--- src/rtl/ccfb_pkg.sv ---
`timescale 1ns / 1ps
// ----------------------------------------------------------------------------
// ccfb_pkg: shared types and constants of the COBS/CRC frame builder
// Holds the opcode codes, the block command passed from the front end to
// the back end, the CRC helpers and the default sizes.
// ----------------------------------------------------------------------------
package ccfb_pkg;

	// Input opcodes.
	localparam logic OP_HEADER  = 1'b0;
	localparam logic OP_PAYLOAD = 1'b1;

	// Largest payload a header may announce; longer frames are dropped.
	localparam logic [7:0] MAX_PAYLOAD = 8'd32;

	// Default depth of the run byte buffer.
	localparam int RUN_DEPTH_DEF = 64;

	// Longest block COBS allows.
	localparam int MAX_BLOCK = 254;

	// Depth of the command queue between front and back end.
	localparam int CMDQ_DEPTH = 4;

	localparam logic [15:0] CRC_INIT = 16'hFFFF;
	localparam logic [15:0] CRC_POLY = 16'h1021;
	localparam logic [7:0]  DELIM    = 8'h00;

	// One unit of work for the back end: either a block (code byte plus
	// count buffered bytes) or the frame delimiter.
	typedef struct packed {
		logic       is_delim;
		logic       last;
		logic [7:0] count;
	} cmd_t;

	// CRC-16/CCITT-FALSE update by one byte, MSB first.
	function automatic logic [15:0] crc_byte(input logic [15:0] crc, input logic [7:0] b);
		logic [15:0] c;
		c = crc ^ {b, 8'h00};
		for (int i = 0; i < 8; i++) begin
			if (c[15]) begin
				c = {c[14:0], 1'b0} ^ CRC_POLY;
			end else begin
				c = {c[14:0], 1'b0};
			end
		end
		return c;
	endfunction

endpackage

--- src/rtl/ccfb_ram.sv ---
`timescale 1ns / 1ps
// ----------------------------------------------------------------------------
// ccfb_ram: generic simple dual-port RAM
// One write port and one read port; read data is registered and holds its
// value while no read is issued.
// ----------------------------------------------------------------------------
module ccfb_ram #(
	parameter int WIDTH = 8,
	parameter int DEPTH = 64
) (
	input  logic                     clk,
	input  logic                     wr_en,
	input  logic [$clog2(DEPTH)-1:0] wr_addr,
	input  logic [WIDTH-1:0]         wr_data,
	input  logic                     rd_en,
	input  logic [$clog2(DEPTH)-1:0] rd_addr,
	output logic [WIDTH-1:0]         rd_data
);

	logic [WIDTH-1:0] mem_q [DEPTH];
	logic [WIDTH-1:0] rd_data_q;

	always_ff @(posedge clk) begin
		if (wr_en) begin
			mem_q[wr_addr] <= wr_data;
		end
		if (rd_en) begin
			rd_data_q <= mem_q[rd_addr];
		end
	end

	assign rd_data = rd_data_q;

endmodule

--- src/rtl/ccfb_cmdq.sv ---
`timescale 1ns / 1ps
// ----------------------------------------------------------------------------
// ccfb_cmdq: command queue between front and back end
// A small register FIFO of block and delimiter commands.
// ----------------------------------------------------------------------------
module ccfb_cmdq (
	input  logic            clk,
	input  logic            arst_n,
	input  logic            push,
	input  ccfb_pkg::cmd_t  push_cmd,
	output logic            not_full,
	input  logic            pop,
	output logic            not_empty,
	output ccfb_pkg::cmd_t  head_cmd
);

	localparam int PW = $clog2(ccfb_pkg::CMDQ_DEPTH);
	localparam int CW = $clog2(ccfb_pkg::CMDQ_DEPTH + 1);

	ccfb_pkg::cmd_t entry_q [ccfb_pkg::CMDQ_DEPTH];
	logic [PW-1:0]  wr_ptr_q;
	logic [PW-1:0]  rd_ptr_q;
	logic [CW-1:0]  count_q;
	logic           do_push;
	logic           do_pop;

	assign not_full  = (count_q != CW'(ccfb_pkg::CMDQ_DEPTH));
	assign not_empty = (count_q != '0);
	assign do_push   = push && not_full;
	assign do_pop    = pop && not_empty;
	assign head_cmd  = entry_q[rd_ptr_q];

	always_ff @(posedge clk) begin
		if (do_push) begin
			entry_q[wr_ptr_q] <= push_cmd;
		end
	end

	always_ff @(posedge clk or negedge arst_n) begin
		if (!arst_n) begin
			wr_ptr_q <= '0;
			rd_ptr_q <= '0;
			count_q  <= '0;
		end else begin
			if (do_push) begin
				wr_ptr_q <= (wr_ptr_q == PW'(ccfb_pkg::CMDQ_DEPTH - 1)) ? '0 : wr_ptr_q + 1'b1;
			end
			if (do_pop) begin
				rd_ptr_q <= (rd_ptr_q == PW'(ccfb_pkg::CMDQ_DEPTH - 1)) ? '0 : rd_ptr_q + 1'b1;
			end
			case ({do_push, do_pop})
				2'b10:   count_q <= count_q + 1'b1;
				2'b01:   count_q <= count_q - 1'b1;
				default: count_q <= count_q;
			endcase
		end
	end

endmodule

--- src/rtl/ccfb_front.sv ---
`timescale 1ns / 1ps
// ----------------------------------------------------------------------------
// ccfb_front: input side of the frame builder
// Accepts words, tracks the open frame, walks the body one byte per cycle
// when not stalled by a full queue or run buffer, keeps the CRC, buffers
// nonzero bytes and queues a block command per zero byte and at frame end.
// ----------------------------------------------------------------------------
module ccfb_front #(
	parameter int RUN_DEPTH = ccfb_pkg::RUN_DEPTH_DEF
) (
	input  logic                         clk,
	input  logic                         arst_n,
	input  logic                         in_valid,
	output logic                         in_ready,
	input  logic                         opcode,
	input  logic [31:0]                  msg_id,
	input  logic [7:0]                   msg_len,
	input  logic [7:0]                   data_byte,
	output logic                         ram_wr_en,
	output logic [$clog2(RUN_DEPTH)-1:0] ram_wr_addr,
	output logic [7:0]                   ram_wr_data,
	input  logic                         slot_release,
	output logic                         cmd_push,
	output ccfb_pkg::cmd_t               cmd_out,
	input  logic                         cmd_not_full
);

	localparam int PW = $clog2(RUN_DEPTH);
	localparam int OW = $clog2(RUN_DEPTH + 1);
	localparam logic [7:0] RUN_CAP =
		8'((RUN_DEPTH < ccfb_pkg::MAX_BLOCK) ? RUN_DEPTH : ccfb_pkg::MAX_BLOCK);

	typedef enum logic [2:0] {
		F_IDLE, F_HDR, F_PAY, F_CRC0, F_CRC1, F_FIN, F_DELIM
	} fstate_t;

	fstate_t        state_q;
	logic           frame_open_q;
	logic [7:0]     bytes_rem_q;
	logic [15:0]    crc_q;
	logic [7:0]     run_cnt_q;
	logic [OW-1:0]  occ_q;
	logic [PW-1:0]  wr_ptr_q;
	logic [2:0]     idx_q;
	logic [31:0]    id_q;
	logic [7:0]     len_q;
	logic [7:0]     data_q;

	logic [7:0]     cur_byte;
	logic           body_active;
	logic           is_zero;
	logic           need_push;
	logic           need_write;
	logic           go;
	logic [7:0]     rem_after;
	logic           finishing;
	logic           blk_last;
	logic           accept;

	assign in_ready = (state_q == F_IDLE);
	assign accept   = in_valid && in_ready;

	always_comb begin
		cur_byte = 8'h00;
		case (state_q)
			F_HDR: begin
				case (idx_q)
					3'd0:    cur_byte = id_q[7:0];
					3'd1:    cur_byte = id_q[15:8];
					3'd2:    cur_byte = id_q[23:16];
					3'd3:    cur_byte = id_q[31:24];
					3'd4:    cur_byte = len_q;
					default: cur_byte = 8'h00;
				endcase
			end
			F_PAY:   cur_byte = data_q;
			F_CRC0:  cur_byte = crc_q[7:0];
			F_CRC1:  cur_byte = crc_q[15:8];
			default: cur_byte = 8'h00;
		endcase
	end

	assign body_active = (state_q == F_HDR) || (state_q == F_PAY) ||
	                     (state_q == F_CRC0) || (state_q == F_CRC1);
	assign is_zero     = (cur_byte == 8'h00);
	assign rem_after   = (bytes_rem_q != 8'd0) ? bytes_rem_q - 8'd1 : 8'd0;
	assign finishing   = (rem_after == 8'd0);

	// Bytes beyond the run capacity are left out of the encoded stream.
	assign need_write = body_active && !is_zero && (run_cnt_q < RUN_CAP);
	assign need_push  = (body_active && is_zero) || (state_q == F_FIN) ||
	                    (state_q == F_DELIM);
	assign go = (!need_push || cmd_not_full) &&
	            (!need_write || (occ_q != OW'(RUN_DEPTH)));

	// Only the high length byte ends the header's output, and only if a payload
	// follows; zero bytes inside the id close blocks followed by more bytes.
	always_comb begin
		case (state_q)
			F_HDR:   blk_last = (idx_q == 3'd5) && (len_q != 8'd0);
			F_PAY:   blk_last = !finishing;
			default: blk_last = 1'b0;
		endcase
	end

	always_comb begin
		cmd_out.is_delim = (state_q == F_DELIM);
		cmd_out.last     = (state_q == F_DELIM) ? 1'b1 : blk_last;
		cmd_out.count    = (state_q == F_DELIM) ? 8'd0 : run_cnt_q;
	end

	assign cmd_push    = need_push && go;
	assign ram_wr_en   = need_write && go;
	assign ram_wr_addr = wr_ptr_q;
	assign ram_wr_data = cur_byte;

	// Latched word fields.
	always_ff @(posedge clk) begin
		if (accept) begin
			id_q   <= msg_id;
			len_q  <= msg_len;
			data_q <= data_byte;
		end
	end

	always_ff @(posedge clk or negedge arst_n) begin
		if (!arst_n) begin
			state_q      <= F_IDLE;
			frame_open_q <= 1'b0;
			bytes_rem_q  <= 8'd0;
			crc_q        <= ccfb_pkg::CRC_INIT;
			run_cnt_q    <= 8'd0;
			occ_q        <= '0;
			wr_ptr_q     <= '0;
			idx_q        <= 3'd0;
		end else begin
			occ_q <= occ_q + OW'(ram_wr_en) - OW'(slot_release);
			if (ram_wr_en) begin
				wr_ptr_q <= (wr_ptr_q == PW'(RUN_DEPTH - 1)) ? '0 : wr_ptr_q + 1'b1;
			end
			if (body_active && go) begin
				if (is_zero) begin
					run_cnt_q <= 8'd0;
				end else if (need_write) begin
					run_cnt_q <= run_cnt_q + 8'd1;
				end
			end
			case (state_q)
				F_IDLE: begin
					if (accept) begin
						if (opcode == ccfb_pkg::OP_HEADER) begin
							if (!frame_open_q && (msg_len <= ccfb_pkg::MAX_PAYLOAD)) begin
								frame_open_q <= 1'b1;
								bytes_rem_q  <= msg_len;
								crc_q        <= ccfb_pkg::CRC_INIT;
								run_cnt_q    <= 8'd0;
								idx_q        <= 3'd0;
								state_q      <= F_HDR;
							end
						end else if (frame_open_q) begin
							state_q <= F_PAY;
						end
					end
				end
				F_HDR: begin
					if (go) begin
						crc_q <= ccfb_pkg::crc_byte(crc_q, cur_byte);
						idx_q <= idx_q + 3'd1;
						if (idx_q == 3'd5) begin
							state_q <= (len_q == 8'd0) ? F_CRC0 : F_IDLE;
						end
					end
				end
				F_PAY: begin
					if (go) begin
						crc_q       <= ccfb_pkg::crc_byte(crc_q, cur_byte);
						bytes_rem_q <= rem_after;
						state_q     <= finishing ? F_CRC0 : F_IDLE;
					end
				end
				F_CRC0: begin
					if (go) begin
						state_q <= F_CRC1;
					end
				end
				F_CRC1: begin
					if (go) begin
						state_q <= F_FIN;
					end
				end
				F_FIN: begin
					if (go) begin
						run_cnt_q <= 8'd0;
						state_q   <= F_DELIM;
					end
				end
				F_DELIM: begin
					if (go) begin
						frame_open_q <= 1'b0;
						bytes_rem_q  <= 8'd0;
						crc_q        <= ccfb_pkg::CRC_INIT;
						run_cnt_q    <= 8'd0;
						state_q      <= F_IDLE;
					end
				end
				default: state_q <= F_IDLE;
			endcase
		end
	end

endmodule

--- src/rtl/ccfb_back.sv ---
`timescale 1ns / 1ps
// ----------------------------------------------------------------------------
// ccfb_back: output side of the frame builder
// Takes commands from the queue, sends the code byte of each block and then
// its buffered bytes out of the run buffer, or the delimiter, through a
// registered output stage.
// ----------------------------------------------------------------------------
module ccfb_back #(
	parameter int RUN_DEPTH = ccfb_pkg::RUN_DEPTH_DEF
) (
	input  logic                         clk,
	input  logic                         arst_n,
	input  logic                         cmd_not_empty,
	input  ccfb_pkg::cmd_t               cmd_head,
	output logic                         cmd_pop,
	output logic                         ram_rd_en,
	output logic [$clog2(RUN_DEPTH)-1:0] ram_rd_addr,
	input  logic [7:0]                   ram_rd_data,
	output logic                         slot_release,
	output logic                         out_valid,
	input  logic                         out_ready,
	output logic [7:0]                   out_byte,
	output logic                         last_in_run,
	output logic                         frame_end
);

	localparam int PW = $clog2(RUN_DEPTH);

	typedef enum logic {B_IDLE, B_DATA} bstate_t;

	bstate_t       state_q;
	logic [7:0]    rem_q;
	logic          last_q;
	logic [PW-1:0] rd_ptr_q;
	logic          out_valid_q;
	logic [7:0]    out_byte_q;
	logic          last_in_run_q;
	logic          frame_end_q;
	logic          slot_free;
	logic          data_load;
	logic [PW-1:0] rd_ptr_inc;

	assign slot_free    = !out_valid_q || out_ready;
	assign cmd_pop      = (state_q == B_IDLE) && cmd_not_empty && slot_free;
	assign data_load    = (state_q == B_DATA) && slot_free;
	assign slot_release = data_load;
	assign rd_ptr_inc   = (rd_ptr_q == PW'(RUN_DEPTH - 1)) ? '0 : rd_ptr_q + 1'b1;

	// A read is issued when a block with data starts and after each data byte
	// that still has a successor, so bytes leave one per cycle unless stalled.
	assign ram_rd_en = (cmd_pop && !cmd_head.is_delim && (cmd_head.count != 8'd0)) ||
	                   (data_load && (rem_q != 8'd1));
	assign ram_rd_addr = rd_ptr_q;

	assign out_valid   = out_valid_q;
	assign out_byte    = out_byte_q;
	assign last_in_run = last_in_run_q;
	assign frame_end   = frame_end_q;

	always_ff @(posedge clk or negedge arst_n) begin
		if (!arst_n) begin
			state_q       <= B_IDLE;
			rem_q         <= 8'd0;
			last_q        <= 1'b0;
			rd_ptr_q      <= '0;
			out_valid_q   <= 1'b0;
			out_byte_q    <= 8'h00;
			last_in_run_q <= 1'b0;
			frame_end_q   <= 1'b0;
		end else begin
			if (out_valid_q && out_ready) begin
				out_valid_q <= 1'b0;
			end
			if (ram_rd_en) begin
				rd_ptr_q <= rd_ptr_inc;
			end
			case (state_q)
				B_IDLE: begin
					if (cmd_pop) begin
						out_valid_q <= 1'b1;
						if (cmd_head.is_delim) begin
							out_byte_q    <= ccfb_pkg::DELIM;
							last_in_run_q <= cmd_head.last;
							frame_end_q   <= 1'b1;
						end else begin
							out_byte_q    <= cmd_head.count + 8'd1;
							last_in_run_q <= cmd_head.last && (cmd_head.count == 8'd0);
							frame_end_q   <= 1'b0;
							rem_q         <= cmd_head.count;
							last_q        <= cmd_head.last;
							if (cmd_head.count != 8'd0) begin
								state_q <= B_DATA;
							end
						end
					end
				end
				B_DATA: begin
					if (data_load) begin
						out_valid_q   <= 1'b1;
						out_byte_q    <= ram_rd_data;
						last_in_run_q <= last_q && (rem_q == 8'd1);
						frame_end_q   <= 1'b0;
						rem_q         <= rem_q - 8'd1;
						if (rem_q == 8'd1) begin
							state_q <= B_IDLE;
						end
					end
				end
				default: state_q <= B_IDLE;
			endcase
		end
	end

endmodule

--- src/rtl/cobs_crc_frame_builder.sv ---
`timescale 1ns / 1ps
// ----------------------------------------------------------------------------
// cobs_crc_frame_builder: COBS-encoded telemetry frames with CRC-16
// A header word opens a frame; payload words supply its bytes. The encoded
// frame leaves as a stream of bytes ending in a 0x00 delimiter.
// ----------------------------------------------------------------------------
// Usage:
// The input channel (in_valid/in_ready) takes one word at a time. A header
// word (opcode 0) carries msg_id and msg_len; payload words (opcode 1) carry
// data_byte. Headers announcing more than the maximum payload, headers while
// a frame is open and payload words with no open frame are consumed silently.
// The output channel (out_valid/out_ready) moves one encoded byte per word,
// flagged last_in_run on the final byte caused by an input word and
// frame_end on the delimiter.
// Throughput is set by the front end, which walks the frame body one byte
// per cycle unless stalled; it takes a new word only when idle again,
// after the last word's bytes and, ending a frame, the CRC and close. The
// back end sends one byte per cycle from the run buffer unless stalled;
// a block's code byte is registered after the zero byte closing it is queued.
// When the receiver stalls, the back end holds its output register and the
// command queue and run buffer fill; the front end stalls once either is
// full, keeping in_ready low until it can go on. No bytes are lost.
// Reset clears all control state: no frame is open, the CRC is preset and
// both queues are empty. The run buffer needs no clearing pass.
// ----------------------------------------------------------------------------
module cobs_crc_frame_builder #(
	parameter int RUN_DEPTH = ccfb_pkg::RUN_DEPTH_DEF
) (
	input  logic        clk,
	input  logic        arst_n,
	input  logic        in_valid,
	output logic        in_ready,
	input  logic        opcode,
	input  logic [31:0] msg_id,
	input  logic [7:0]  msg_len,
	input  logic [7:0]  data_byte,
	output logic        out_valid,
	input  logic        out_ready,
	output logic [7:0]  out_byte,
	output logic        last_in_run,
	output logic        frame_end
);

	localparam int PW = $clog2(RUN_DEPTH);

	// Run buffer: a circular byte store shared by front and back end. The
	// front end writes nonzero body bytes in order; the back end reads them
	// back block by block, freeing each slot when its byte is registered.
	logic          ram_wr_en;
	logic [PW-1:0] ram_wr_addr;
	logic [7:0]    ram_wr_data;
	logic          ram_rd_en;
	logic [PW-1:0] ram_rd_addr;
	logic [7:0]    ram_rd_data;
	logic          slot_release;

	// Command queue handshake.
	logic           cmd_push;
	ccfb_pkg::cmd_t cmd_in;
	logic           cmd_not_full;
	logic           cmd_pop;
	logic           cmd_not_empty;
	ccfb_pkg::cmd_t cmd_head;

	ccfb_front #(
		.RUN_DEPTH(RUN_DEPTH)
	) u_front (
		.clk          (clk),
		.arst_n       (arst_n),
		.in_valid     (in_valid),
		.in_ready     (in_ready),
		.opcode       (opcode),
		.msg_id       (msg_id),
		.msg_len      (msg_len),
		.data_byte    (data_byte),
		.ram_wr_en    (ram_wr_en),
		.ram_wr_addr  (ram_wr_addr),
		.ram_wr_data  (ram_wr_data),
		.slot_release (slot_release),
		.cmd_push     (cmd_push),
		.cmd_out      (cmd_in),
		.cmd_not_full (cmd_not_full)
	);

	ccfb_ram #(
		.WIDTH(8),
		.DEPTH(RUN_DEPTH)
	) u_run_buf (
		.clk     (clk),
		.wr_en   (ram_wr_en),
		.wr_addr (ram_wr_addr),
		.wr_data (ram_wr_data),
		.rd_en   (ram_rd_en),
		.rd_addr (ram_rd_addr),
		.rd_data (ram_rd_data)
	);

	ccfb_cmdq u_cmdq (
		.clk       (clk),
		.arst_n    (arst_n),
		.push      (cmd_push),
		.push_cmd  (cmd_in),
		.not_full  (cmd_not_full),
		.pop       (cmd_pop),
		.not_empty (cmd_not_empty),
		.head_cmd  (cmd_head)
	);

	ccfb_back #(
		.RUN_DEPTH(RUN_DEPTH)
	) u_back (
		.clk           (clk),
		.arst_n        (arst_n),
		.cmd_not_empty (cmd_not_empty),
		.cmd_head      (cmd_head),
		.cmd_pop       (cmd_pop),
		.ram_rd_en     (ram_rd_en),
		.ram_rd_addr   (ram_rd_addr),
		.ram_rd_data   (ram_rd_data),
		.slot_release  (slot_release),
		.out_valid     (out_valid),
		.out_ready     (out_ready),
		.out_byte      (out_byte),
		.last_in_run   (last_in_run),
		.frame_end     (frame_end)
	);

endmodule
--- config.mk ---
export PLATFORM = sky130hd
export DESIGN_NAME = cobs_crc_frame_builder
export DESIGN_NICKNAME = d
export VERILOG_FILES = /design/src/rtl/ccfb_pkg.sv /design/src/rtl/ccfb_ram.sv /design/src/rtl/ccfb_cmdq.sv /design/src/rtl/ccfb_front.sv /design/src/rtl/ccfb_back.sv /design/src/rtl/cobs_crc_frame_builder.sv
export SDC_FILE = /design/constraint.sdc
export NUM_CORES = 1
export LEC_CHECK = 0
export CAP_MARGIN = 20
export CORE_ASPECT_RATIO = 1.4
export CORE_UTILIZATION = 50
export CTS_CLUSTER_SIZE = 14
export DETAILED_ROUTE_END_ITERATION = 10
export DONT_BUFFER_PORTS = 1
export GPL_TIMING_DRIVEN = 0
export PLACE_DENSITY = 0.74
export RECOVER_POWER = 25
export SKIP_CTS_REPAIR_TIMING = 1
export SLEW_MARGIN = 20
export SYNTH_ARGS = -nofsm -noshare
export SYNTH_HDL_FRONTEND = slang
export SYNTH_HIERARCHICAL = 1
export SYNTH_SLANG_ARGS = --single-unit
--- constraint.sdc ---
create_clock -name clk -period 5.4 [get_ports clk]
set_input_delay 0.54 -clock clk [delete_from_list [all_inputs] [get_ports clk]]
set_output_delay 0.54 -clock clk [all_outputs]
set_load 0.005 [all_outputs]
==> results.sh <==
export IMPL_status="complete, but fails checks"
export IMPL_violations="capacitance limit, slew limit"
export IMPL_critPathKind="flop to flop"
export IMPL_drtIter0Drc=1660
export IMPL_yosysUniqueCellTypes=90
export IMPL_grt_antenna_before_repair=0
export IMPL_syn_area_per_cell_um2=17.01
export IMPL_layout_drive_gt1_share=0.2107
export IMPL_place_congestion=0.9040
export IMPL_htree_num_levels=2
export IMPL_grt_max_degree=87
export IMPL_async_flop_share=0.1239
export IMPL_nNetsFinal=1877
export IMPL_syn_instance_count=1715
export IMPL_cpMostUsedCell="buf_4"
export IMPL_post_route_drc_count=0
export IMPL_worst_slew_pin_slew_ps=3911
export IMPL_cts_buffers=60
export IMPL_grt_usage=0.2383
export IMPL_crit_arrival_ps=5510
export IMPL_reg2reg_from="u_front/idx_q[2]"
export IMPL_max_freq_ghz=0.1899
export IMPL_hpwl_um=48030
export IMPL_synth_area_leaders="edfxtp_1 63%, mux4_2 10%, dfrtp_1 6.0%, mux2i_1 1.5%, dfstp_2 1.4%"
export IMPL_ys_seq_area_frac=0.7003
export IMPL_post_route_min_period_ps=5267
export IMPL_clk_latency_ps=630
export IMPL_synth_edf_count=608
export IMPL_grt_pass1_vias=16690
export IMPL_cts_buffer_depth=3
export IMPL_vias=16323
export IMPL_start_util=0.5072
export IMPL_finalCritPeriodShare=0.9754
export IMPL_grt_pass1_wl_um=103900
export IMPL_slew_viol_final=126
export IMPL_power_leakage_nw=10.79
export IMPL_cp_max_fo=11
export IMPL_setup_viol=0
export IMPL_holdWs_ps=27.60
export IMPL_grt_setup_unrepaired="true"
export IMPL_ant_nets=0
export IMPL_drtPass1Iterations=6
export IMPL_fin_setup_tns_ps=0
export IMPL_cap_violations=2
export IMPL_setup_worst_path_start_class="flop"
export IMPL_cp_required_ps=5640
export IMPL_area_delta_synth_final_pct=11.09
export IMPL_synth_nets=1799
export IMPL_vias_per_cell=6.341
export IMPL_die_w_um=206.1
export IMPL_fp_row_count=104
export IMPL_grt_overflow=0
export IMPL_hold_depth=0
export IMPL_synth_top_area_share=0.6259
export IMPL_io_pins=65
export IMPL_yosysWarnings=6
export IMPL_yosysTopAreaCell="edfxtp_1"
export IMPL_cp_top_family="simple AND/OR/NAND/NOR gates"
export IMPL_syn_cell_area_mm2=0.02917
export IMPL_rr_worst_depth=17
export IMPL_wl_um=69350
export IMPL_coreArea_mm2=0.05752
export IMPL_wire_per_inst_um=26.94
export IMPL_hp_start="msg_len[5]"
export IMPL_worstReg2RegEnd="u_run_buf/mem_q[35][0]"
export IMPL_vdd_drop_max_uv=353.5
export IMPL_hold_viol=0
export IMPL_p_per_area_mw_per_mm2=614.7
export IMPL_path_buf_inv=8
export IMPL_cpPeakStageDelay_ps=810
export IMPL_antenna_cells=0
export IMPL_synth_seq_cells=694
export IMPL_die_h_um=287.8
export IMPL_yosys_most_used_dff="edfxtp_1"
export IMPL_slowest_stage="nor2_1"
export IMPL_maxSlewHeadroom=-1.608
export IMPL_cts_tree="done"
export IMPL_numPortBuffers=0
export IMPL_cts_root_buffer_cell="clkbuf_16"
export IMPL_die_area_mm2=0.05933
export IMPL_cp_cell_sequence="buf_6, buf_4, inv_1, ha_1, buf_1, nor2_1, a21oi_2, a221oi_1, nand4_1, or2_1, buf_4, nand3_1, inv_2, buf_4, clkbuf_1, nand3_1, nor2_1"
export IMPL_cp_end_kind="flop"
export IMPL_clock_skew_ps=34.52
export IMPL_cts_sinks=694
export IMPL_fillers=4309
export IMPL_min_path_type="primary input to flop"
export IMPL_clkTransAtPathRegs_ps=70
export IMPL_rrSetupSlack_ps=130
export IMPL_min_to="u_front/len_q[5]"
[power by group]
group | total (W) | switching, W | internal, W | leakage (nW)
Clock | 0.00414 | 0.00186 | 0.00228 | 0.904
Combinational | 0.00794 | 0.00502 | 0.00292 | 3.28
Sequential | 0.00784 | 0.000403 | 0.00743 | 6.60
Total | 0.0199 | 0.00729 | 0.0126 | 10.8
[worst reg2reg max path: stages, from the launching register on]
cell	delay [ps]
dfrtp_1	400
buf_6	150
buf_4	180
inv_1	70
ha_1	140
buf_1	380
nor2_1	120
a21oi_2	420
a221oi_1	260
nand4_1	300
or2_1	160
buf_4	160
nand3_1	190
inv_2	170
buf_4	200
clkbuf_1	320
nand3_1	510
nor2_1	810
[cells in the mapped netlist (all sizes together), types with 4 or more instances]
master / instances
o22ai: 23
o21ai: 45
nor2b: 14
a211oi: 6
a22oi: 30
xor2: 17
nor4: 4
a221oi: 10
a221o: 4
mux4: 129
nand3: 44
a2111oi: 5
edfxtp: 608
or2: 5
buf: 44
inv: 45
nand2b: 13
a31oi: 7
nor3b: 6
o31ai: 5
and3: 9
o22a: 4
or3: 9
clkbuf: 40
nor3: 25
a21o: 4
o2111ai: 5
mux2i: 45
xnor2: 28
mux2: 29
a21oi: 47
and2: 15
dfrtp: 70
o221ai: 6
ha: 29
nand3b: 14
nand4: 12
o211ai: 4
a2bb2oi: 9
dfstp: 16
nor2: 113
nand2: 83
[per-layer routing]
metal,GRT usage,up-vias,share of wire
met5,0,-,0
met3,0.03079,196,0.065
li1,-,6939,-
met1,0.2802,8459,0.35
met4,0.1224,0,0.055
met2,0.4243,729,0.53
[per-stage QoR]
| stage | utilization | instance area, um2 | total power (W) | std cells | setup WS [ps] |
|---|---|---|---|---|---|
| CTS | 0.5597 | 32190 | 0.01987 | 2567 | 67.04 |
| floorplan | - | 29170 | 0.01303 | 1715 | 1387 |
| global route | 0.5635 | 32410 | 0.02074 | 2574 | -228.9 |
| finish | 0.5635 | 32410 | 0.01992 | 2574 | 132.7 |
| global placement | 0.5233 | 30100 | 0.01533 | 2457 | -1.762 |
| detailed placement | 0.5273 | 30330 | 0.01574 | 2466 | 44.72 |
[logic make-up (layout without fill, tap and decap cells)]
kind of cell / Yosys count / in the layout / synth area share
flops: 694 / 694 / 0.7003
simple gates: 379 / 379 / 0.06549
compound gates: 234 / 234 / 0.05606
mux: 203 / 203 / 0.1274
buf+inv: 129 / 246 / 0.02342
xor+xnor: 45 / 45 / 0.01351
fa+ha+maj: 31 / 31 / 0.01381
[state kept, by name, indices dropped and copies added (netlist names), 2 cells and up]
name                 count
u_cmdq/wr_ptr_q          2
u_front/crc_q           16
u_front/data_q           8
u_cmdq/count_q           3
u_front/id_q            32
u_back/ram_rd_addr       6
u_run_buf/rd_data        8
u_front/idx_q            3
u_back/out_byte          8
u_front/ram_wr_addr      6
u_front/len_q            8
u_cmdq/rd_ptr_q          2
u_cmdq/entry_q          40
u_run_buf/mem_q        512
u_back/rem_q             8
u_front/occ_q            7
u_front/bytes_rem_q      8
u_front/state_q          3
u_front/run_cnt_q        8
[how the worst max path moves through the flow]
stage / startpoint / end / slack [ps] / cells after the start
after floorplan: u_front/idx_q[2] / u_run_buf/mem_q[42][0] / 1390 / 17
after global placement: u_front/idx_q[2] / u_run_buf/mem_q[62][6] / -2 / 17
after detailed placement: u_front/idx_q[2] / u_run_buf/mem_q[14][2] / 40 / 18
after CTS: u_front/idx_q[2] / u_run_buf/mem_q[14][2] / 70 / 18
after global routing: u_front/idx_q[2] / u_run_buf/mem_q[60][0] / -230 / 17
final: u_front/idx_q[2] / u_run_buf/mem_q[35][0] / 130 / 17
[layout by cell type (no fill, tap or decap), drive strengths merged, types with 12 or more instances in the layout]
| cell | count |
|---|---|
| a21oi | 47 |
| a22oi | 30 |
| and2 | 15 |
| buf | 50 |
| clkbuf | 121 |
| clkinv | 18 |
| dfrtp | 70 |
| dfstp | 16 |
| edfxtp | 608 |
| ha | 29 |
| inv | 46 |
| mux2 | 29 |
| mux2i | 45 |
| mux4 | 129 |
| nand2 | 83 |
| nand2b | 13 |
| nand3 | 44 |
| nand3b | 14 |
| nand4 | 12 |
| nor2 | 113 |
| nor2b | 14 |
| nor3 | 25 |
| o21ai | 45 |
| o22ai | 23 |
| xnor2 | 28 |
| xor2 | 17 |
[layout make-up]
cell class | count | area [um2] | area share
flip-flops and latches | 694 | 20430 | 0.6304
multi-input cells | 892 | 8268 | 0.2551
clock buffers | 78 | 1609 | 0.04965
well taps | 742 | 928.4 | 0.02865
plain buffers | 84 | 511.7 | 0.01579
clock inverters | 23 | 255.2 | 0.007876
repair buffers | 16 | 236.5 | 0.007297
inverters | 45 | 168.9 | 0.005212
Note: power is estimated with default switching activity, not from simulation.
